### src/rtl/bmma_pkg.sv
// Shared types and constants for the block matrix multiply-accumulate engine.
// Depends on nothing; every other file of the block imports it.
package bmma_pkg;

  localparam int WORD_W = 32;
  localparam int DIM_W  = 5;
  localparam int IDX_W  = 4;
  localparam int CMD_W  = 3;

  // Command codes carried by an input word.
  typedef enum logic [CMD_W-1:0] {
    CMD_WRITE_A = 3'd0,
    CMD_WRITE_B = 3'd1,
    CMD_WRITE_C = 3'd2,
    CMD_MAC     = 3'd3,
    CMD_READ_C  = 3'd4
  } cmd_e;

  // Result kinds.
  localparam logic KIND_READ = 1'b0;
  localparam logic KIND_DONE = 1'b1;

  // Matrix select bit on the shared A/B memory address.
  localparam logic SEL_A = 1'b0;
  localparam logic SEL_B = 1'b1;

  localparam logic [DIM_W-1:0] DIM_RESET = 5'd16;

  // Tag that travels alongside one multiply step through the pipeline.
  typedef struct packed {
    logic valid;
    logic first;
    logic last;
  } mac_tag_t;

endpackage

### src/rtl/bmma_mac.sv
// Multiply-accumulate datapath: product register, accumulator and C write-back.
// Depends on bmma_pkg for the word width and the pipeline tag type.
module bmma_mac #(
  parameter int AW = 8
) (
  input  logic                        clk_i,
  input  logic                        rst_ni,
  input  bmma_pkg::mac_tag_t          iss_tag_i,
  input  logic [AW-1:0]               iss_caddr_i,
  input  logic [bmma_pkg::WORD_W-1:0] a_i,
  input  logic [bmma_pkg::WORD_W-1:0] b_i,
  input  logic [bmma_pkg::WORD_W-1:0] c_i,
  output logic                        busy_o,
  output logic                        wb_valid_o,
  output logic [AW-1:0]               wb_addr_o,
  output logic [bmma_pkg::WORD_W-1:0] wb_data_o
);
  import bmma_pkg::*;

  mac_tag_t          s1_tag_q;
  mac_tag_t          s2_tag_q;
  logic [AW-1:0]     s1_addr_q;
  logic [AW-1:0]     s2_addr_q;
  logic [WORD_W-1:0] prod_d;
  logic [WORD_W-1:0] prod_q;
  logic [WORD_W-1:0] cbase_q;
  logic [WORD_W-1:0] acc_q;
  logic [WORD_W-1:0] sum_d;

  // Only the low word of the product is kept; sums wrap.
  assign prod_d = a_i * b_i;
  assign sum_d  = (s2_tag_q.first ? cbase_q : acc_q) + prod_q;

  always_ff @(posedge clk_i or negedge rst_ni) begin
    if (!rst_ni) begin
      s1_tag_q <= '0;
      s2_tag_q <= '0;
    end else begin
      s1_tag_q <= iss_tag_i;
      s2_tag_q <= s1_tag_q;
    end
  end

  always_ff @(posedge clk_i) begin
    s1_addr_q <= iss_caddr_i;
    s2_addr_q <= s1_addr_q;
    if (s1_tag_q.valid) begin
      prod_q <= prod_d;
      if (s1_tag_q.first) begin
        cbase_q <= c_i;
      end
    end
    if (s2_tag_q.valid) begin
      acc_q <= sum_d;
    end
  end

  assign busy_o     = s1_tag_q.valid | s2_tag_q.valid;
  assign wb_valid_o = s2_tag_q.valid & s2_tag_q.last;
  assign wb_addr_o  = s2_addr_q;
  assign wb_data_o  = sum_d;

endmodule

### config.mk
export PLATFORM = sky130hd
export DESIGN_NAME = bmma_mac
export DESIGN_NICKNAME = d
export VERILOG_FILES = /design/src/rtl/bmma_pkg.sv /design/src/rtl/bmma_mac.sv
export SDC_FILE = /design/constraint.sdc
export NUM_CORES = 1
export LEC_CHECK = 0
export BUFFER_PORTS_ARGS = -buffer_cell sky130_fd_sc_hd__clkbuf_2
export CORE_MARGIN = 2
export CORE_UTILIZATION = 25
export CTS_CLUSTER_DIAMETER = 150
export DETAILED_ROUTE_END_ITERATION = 7
export PLACE_DENSITY = 0.37
export SETUP_SLACK_MARGIN = 0.3
export SLEW_MARGIN = 25
export SYNTH_ARGS = -nofsm -noshare
export SYNTH_HDL_FRONTEND = slang
export SYNTH_SLANG_ARGS = --single-unit
### constraint.sdc
create_clock -name clk_i -period 4.7 [get_ports clk_i]
set_input_delay 0.705 -clock clk_i [delete_from_list [all_inputs] [get_ports clk_i]]
set_output_delay 0.705 -clock clk_i [all_outputs]
set_load 0.01 [all_outputs]
Yosys cells after proc, flatten, opt, wreduce, memory -nomap -nowiden
Index checks and enable logic that the tools add are counted.
Storage, ports and cells
  output and inout bits: 42
  flip-flop bits (word level): 118
  word-level logic and storage cells: 17
Operators by class
  add/subtract/negate cells: 1
  $mul: 1
  multiplexer cells: 1
  reductions and logical operators: 1
  bitwise logic cells: 2
Operators by type and width (number)
  $add 32x32->32: 1
  $mul 32x32->32: 1
  $mux 32: 1
  $reduce_and 2->1: 1
  $and 1x1->1: 1
  $or 1x1->1: 1

Logic depth before layout (Yosys ltp)
Gate-level depths: netlist (run 1).
  depth in word-level cells: 2
  depth in mapped cells: 26
  mapped depth without buffers: 24

Least setup slack after synthesis (run 1)
No wires, ideal clock.
  kind: in2reg
  from: in a_i[12] (netlist bit)
  to: reg prod_q[31], data pin
  setup time: 0.259 ns
  stages on the path: 24
  setup slack: -2.518 ns
  data required time: 4.441 ns
  arrival: 6.959 ns
  cells stage by stage: clkbuf_1 -> clkbuf_1 -> nand2_1 -> fa_1 -> inv_1 -> fa_1 -> inv_1 -> fa_1 -> fa_1 -> inv_1 -> fa_1 -> inv_1 -> fa_1 -> fa_1 -> fa_1 -> inv_1 -> ha_1 -> or3_1 -> o221ai_1 -> o2111ai_1 -> a41o_1 -> a311oi_1 -> o21bai_1 -> xnor2_1
Between the ends
  cells in the longest elaborated chain, start to end: 1
Ends and longest elaborated chain
  start, declared: RTL line bmma_mac.sv:10  | input logic [bmma_pkg::WORD_W-1:0] a_i,
  $mul 32x32->32: RTL line bmma_mac.sv:31  | assign prod_d = a_i * b_i;
  named net prod_d[31]: RTL line bmma_mac.sv:24  | logic [WORD_W-1:0] prod_d;
  end signal, assigned: RTL line bmma_mac.sv:48  | prod_q <= prod_d;
  end, declared: RTL line bmma_mac.sv:25  | logic [WORD_W-1:0] prod_q;
The timed path passes the listed nets, and every way through them passes these cells.
A chain may end at the register's enable or synchronous reset.

Worst setup path after layout (run 1)
  from: in b_i[2] (netlist bit)
  to: reg prod_q[29], data pin
Between the ends
  cells in the longest elaborated chain, start to end: 1
Ends and longest elaborated chain
  start, declared: RTL line bmma_mac.sv:11  | input logic [bmma_pkg::WORD_W-1:0] b_i,
  $mul 32x32->32: RTL line bmma_mac.sv:31
  named net prod_d[29]: RTL line bmma_mac.sv:24
The timed path passes the listed nets, and every way through them passes these cells.

==> impl_metrics.toml, run 1 <==
[outcome]
status = "finished with violations"
violations = "negative setup slack"

[synth]
syn_avg_cell_area_sq_um = 9.83
synth_area_sq_um = 21100
ys_async_sr_fraction_pct = 5.08
synth.distinct_cells = 67
synth_warnings = 0
syn_inst = 2147
synth-seq-cells = 118
synth_edf_count = 96
ys_seq_area_share_pct = 15.9
ys.flop_type = "edfxtp_1"
synth_nets = 2819

[setup_path]
cp_top_family = "adder cells"
critPathMaxStageDelay_ns = 0.56
r2r_slack_ns = 1.38
critPathBufInv = 6
cpMostUsedCell = "fa_1"
cp_slowest_cell = "fa_1"
reg2reg_from = "s2_tag_q[1]"
cp.required_ns = 4.88
crit_chain = "clkbuf_16 > and2_4 > fa_1 > inv_1 > fa_1 > fa_1 > fa_1 > inv_2 > fa_1 > inv_1 > fa_1 > inv_2 > fa_1 > fa_1 > ha_4 > nand4_1 > nor3_2 > nand2_1 > o2111ai_2 > buf_4 > a41oi_2 > o21bai_1 > a21oi_1 > xnor2_1"
worstSetupEndpointType = "register"
r2r_end = "acc_q[30]"
worstSetupPathDepth = 24
path_max_fanout = 6
reg2reg_depth = 14
cp-start-kind = "primary input"
crit_arrival_ns = 6.92
worstSetupPathType = "primary input to register"

[clock_network]
cts_buffer_depth = 2
cts-root-buf = "clkbuf_16"
holdBufCountCts = 0
htree_levels = 4
cts_tree = "built"
cts_buffers = 17
clock_latency_ns = 0.43
cts_sinks = 118
clkTransAtPathRegs_ns = 0.06

[run]
maxCapViolCount = 0

[sta]
fin_ws_ns = -2.05
fin_crit_ns = 6.75
drv_slew = 0
setup_viol = 24
tightestPinTransition_ns = 0.766
fin_crit_sh_pct = 144
fmax_ghz = 0.148
fin_worst_skew_ns = 0.0125
slew_headroom_pct = 47.6
hold_viol = 0
grt_setup_unrepaired = "yes"

[route]
dr.pass1.iters = 5
vias = 15195
avgRoutedWirePerCell_microns = 17.5
drcViolationCount = 0
ant_nets = 0
routed_via_density = 4.15
drt_iter0_drc = 695
drt_wl_total_mm = 64.2

[layout]
nets = 3187
area_growth_pct = 30.1
layout-drive-gt1-share_pct = 28.1
stdcell_area_sq_um = 27500
layout_commonest_cell = "inv_1"
fin_cells = 3663
final_cell_mix = "inv_1, fa_1, nand2_1"

[place]
place_area_sq_um = 25400
placedCellCount = 3593
dp_hpwl_mm = 55.9
portBuffers = 150
globalplace.congestion = 0.824

[global_routing]
grt_overflow = 0
use_met1_pct = 21.7
grt_use_met3_pct = 2.04
globalRouteTotalUtil_pct = 15.2
grt_busiest_layer = "met2"
grtUsageMet2_pct = 24.9
grt_pass1_wl_mm = 99.6
grt_pass1_vias = 16764
antenna_found_initial = 1
grt_max_degree = 36

[floorplanning]
die_h_microns = 295
die-area_sq_um = 86800
dieWidth_microns = 295
rows = 106
top_level_ports = 151
coreArea_sq_um = 83700
start_util_pct = 25.2

[min_path]
hold_path.class = "primary input to asynchronous set/reset pin"
==> worst register-to-register path, delay by kind of cell (launching register included) <==
family | cells | cell delay [ns]
AO/OA/AOI/OAI | 7 | 1.54
buffers and inverters | 3 | 0.30
multiplexers | 1 | 0.32
adder cells (fa/ha/maj) | 2 | 0.40
AND/OR/NAND/NOR | 1 | 0.05
flip-flops | 1 | 0.41
==> Yosys cell counts, types with 16 or more instances <==
cell      number  area [sq um]
fa_1         409          8190
inv_1        404          1520
nand2_1      283          1060
and2_1       273          1710
ha_1         154          1930
edfxtp_1      96          2880
clkbuf_1      91           342
xnor2_1       87           762
nor2_1        45           169
a21oi_1       42           210
mux2_2        30           338
o21ai_0       26           130
xor2_1        25           219
a21o_1        16           120
dfxtp_1       16           320
nand3_1       16          80.1
==> state kept, by name (all words and copies together) (netlist names) <==
name and cells:
s2_tag_q 3, cbase_q 32, s1_addr_q 8, prod_q 32, acc_q 32, wb_addr_o 8
s1_tag_q 3
==> worst max-delay path by stage <==
stage            endpoint  slack, ns    from
2_1_floorplan  prod_q[31]      -2.18  b_i[3]
3_3_place_gp   prod_q[31]      -2.72  b_i[5]
3_5_place_dp   prod_q[31]      -2.84  b_i[5]
4_1_cts        prod_q[31]      -2.09  b_i[7]
5_1_grt        prod_q[29]      -2.32  b_i[2]
6_report       prod_q[29]      -2.05  b_i[2]
==> layer usage <==
metal | routed length, microns | part of all wire [%] | vias to the layer above
met5 | 14 | 0.022 | -
met3 | 2130 | 3.3 | 12
met2 | 29600 | 46 | 218
met4 | 326 | 0.51 | 2
li1 | - | - | 7281
met1 | 32200 | 50 | 7682
==> area by class of cell <==
| type | count | area [sq um] |
|---|---|---|
| clock inverter | 15 | 168 |
| tap | 1134 | 1420 |
| inverter | 404 | 1520 |
| clock buffer | 17 | 425 |
| antenna | 1 | 2.50 |
| fill | 8667 | 56200 |
| sequential | 118 | 3350 |
| multi-input combinational | 1529 | 17000 |
| timing repair buffer | 445 | 3590 |
==> logic make-up after synthesis <==
| group | share of synthesized area, % |
|---|---|
| mux | 1.70 |
| flops | 15.9 |
| xor+xnor | 4.65 |
| simple gates | 15.7 |
| compound gates | 5.24 |
| fa+ha+maj | 47.9 |
| buf+inv | 8.91 |
==> through the flow <==
step                      setup WS (ns)  utilization [%]  TNS [ns]  hold WS [ns]
final                             -2.05             32.8    -34.55        0.0974
after global routing              -2.32             32.8    -38.91        0.0790
after CTS                         -2.09             32.2    -35.23        0.0743
after detailed placement          -2.84             30.3    -51.57         0.316
after global placement            -2.72             30.3    -50.46         0.313
after floorplan                   -2.18                -    -34.71         0.310
==> timing repair <==
action,4_1_cts,5_1_grt
pin swaps,79,77
hold endpoints to repair,0,0
setup endpoints to repair,39,37
resized for setup,169,98
buffers inserted,26,11
Power of run 1 is left out: the tool's default activity adds up to more than one toggle a clock period on the data nets, which glitch-free logic cannot reach.
==> run 2, diff against run 1 <==
- CORE_ASPECT_RATIO: default -> 1.4
- SETUP_SLACK_MARGIN: 0.3 -> default
- SKIP_LAST_GASP: default -> 1
==> run 2 against run 1 <==
- the flow still finishes with violations (negative setup slack)
- non-clock buffer count decreased by 10
- hold slack got worse by 0.044 ns
- register-to-register slack got worse by 0.02 ns
- final area decreased by 0.74%
- count of clock-buffer cells in the layout increased by 10
- worst setup slack improved by 0.045 ns
- final cell count decreased by 1.5%
- sequential share of layout area increased by 0.091 points
- clock skew increased by 0.0097 ns
- critical path depth unchanged
- largest cell class unchanged
- via count increased by 2.8%
- core utilization decreased by 0.38 points
==> impl_metrics.toml, run 2 (synthesis gave the netlist of run 1 again) <==
[outcome]
status = "finished with violations"
violations = "negative setup slack"

[route]
ant_nets = 0
vias = 15621
drt_iter0_drc = 459
routed_via_density = 4.33
avgRoutedWirePerCell_microns = 20.2
drt_wl_total_mm = 72.8
dr.pass1.iters = 6
drcViolationCount = 0

[setup_path]
path_max_fanout = 11
worstSetupEndpointType = "register"
crit_path_start = "b_i[9]"
cp.required_ns = 4.92
critPathMaxStageDelay_ns = 0.57
cp_slowest_cell = "fa_1"
worstSetupPathDepth = 24
critPathBufInv = 6
r2r_slack_ns = 1.36
cp_top_family = "adder cells"
reg2reg_depth = 12
worstSetupEndpoint = "prod_q[31]"
cp-start-kind = "primary input"
crit_chain = "clkbuf_2 > buf_12 > buf_4 > and2_1 > fa_1 > fa_1 > fa_1 > inv_1 > fa_1 > inv_1 > fa_1 > fa_1 > fa_1 > fa_1 > ha_4 > nand2_2 > nor3_2 > buf_4 > a32oi_4 > o2111ai_4 > a41o_1 > a311oi_1 > o21bai_1 > xnor2_1"
r2r_end = "acc_q[30]"
worstSetupPathType = "primary input to register"
crit_arrival_ns = 6.92
reg2reg_from = "s2_tag_q[1]"
cpMostUsedCell = "fa_1"

[floorplanning]
die-area_sq_um = 86800
start_util_pct = 25.1
coreArea_sq_um = 84000
dieWidth_microns = 250
top_level_ports = 151
die_h_microns = 348
rows = 126

[global_routing]
globalRouteTotalUtil_pct = 17.3
grt_max_degree = 36
grt_pass1_vias = 18159
grt_overflow = 0
antenna_found_initial = 2
grt_pass1_wl_mm = 111

[sta]
tightestPinTransition_ns = 0.880
slew_headroom_pct = 41.3
fin_worst_skew_ns = 0.0223
fmax_ghz = 0.149
drv_slew = 0
fin_crit_ns = 6.70
whs_ns = 0.0538
setup_tns_ns = -34.45
fin_ws_ns = -2.00
grt_setup_unrepaired = "yes"
setup_viol = 24
fin_crit_sh_pct = 143
hold_viol = 0

[clock_network]
cts_sinks = 118
clock_latency_ns = 0.48
htree_levels = 4
cts_buffers = 25
cts-root-buf = "clkbuf_16"
clkTransAtPathRegs_ns = 0.05
cts_tree = "built"
holdBufCountCts = 0
cts_buffer_depth = 3

[layout]
biggestRegsByFlops = "acc_q x32, cbase_q x32, prod_q x32"
layout-drive-gt1-share_pct = 25.9
area_growth_pct = 29.1
fin_util_pct = 32.4
nets = 3185
layout_commonest_cell = "inv_1"
fillCellCount = 8700
final_cell_mix = "inv_1, fa_1, nand2_1"
stdcell_area_sq_um = 27300

[place]
place_area_sq_um = 25400
portBuffers = 150
globalplace.congestion = 0.849
dp_hpwl_mm = 62.0

[run]
maxCapViolCount = 0

[min_path]
hold_path.class = "primary input to asynchronous set/reset pin"
run 2: cell type report:
class | count | area [sq um] | area share (%)
Clock inverter | 5 | 28.8 | 0.106
Timing Repair Buffer | 435 | 3630 | 13.3
Tap cell | 1088 | 1360 | 4.99
Clock buffer | 27 | 633 | 2.32
Sequential cell | 118 | 3350 | 12.3
Multi-Input combinational cell | 1529 | 16700 | 61.4
Inverter | 404 | 1520 | 5.56
Antenna cell | 1 | 2.50 | 0.00918
run 2: timing repair:
action	4_1_cts	5_1_grt
gates resized for setup	144	63
endpoints found under the setup margin	28	30
setup buffers	17	10
gates cloned	4	0
pin swaps	58	40
run 2: per-layer routing:
| layer | wire [microns] | GRT usage, % |
|---|---|---|
| met3 | 1360 | 1.26 |
| met5 | 0 | 0 |
| met2 | 41000 | 34.9 |
| met4 | 3880 | 8.24 |
| met1 | 26500 | 17.8 |
run 2: worst min path at each step:
| stage | to | slack [ns] |
|---|---|---|
| after floorplan | wb_addr_o[0] | 0.31 |
| after global placement | wb_addr_o[3] | 0.31 |
| after detailed placement | wb_addr_o[3] | 0.31 |
| after CTS | s2_tag_q[0] | 0.03 |
| after global routing | s2_tag_q[0] | 0.05 |
| final | s2_tag_q[0] | 0.05 |
run 2: metrics by stage:
stage               instances  setup WS, ns
floorplan                2147         -2.18
global placement         3546         -2.72
detailed placement       3546         -2.76
CTS                      3599         -1.96
global route             3607         -2.24
finish                   3607         -2.00
Power of run 2 is left out for the same reason.
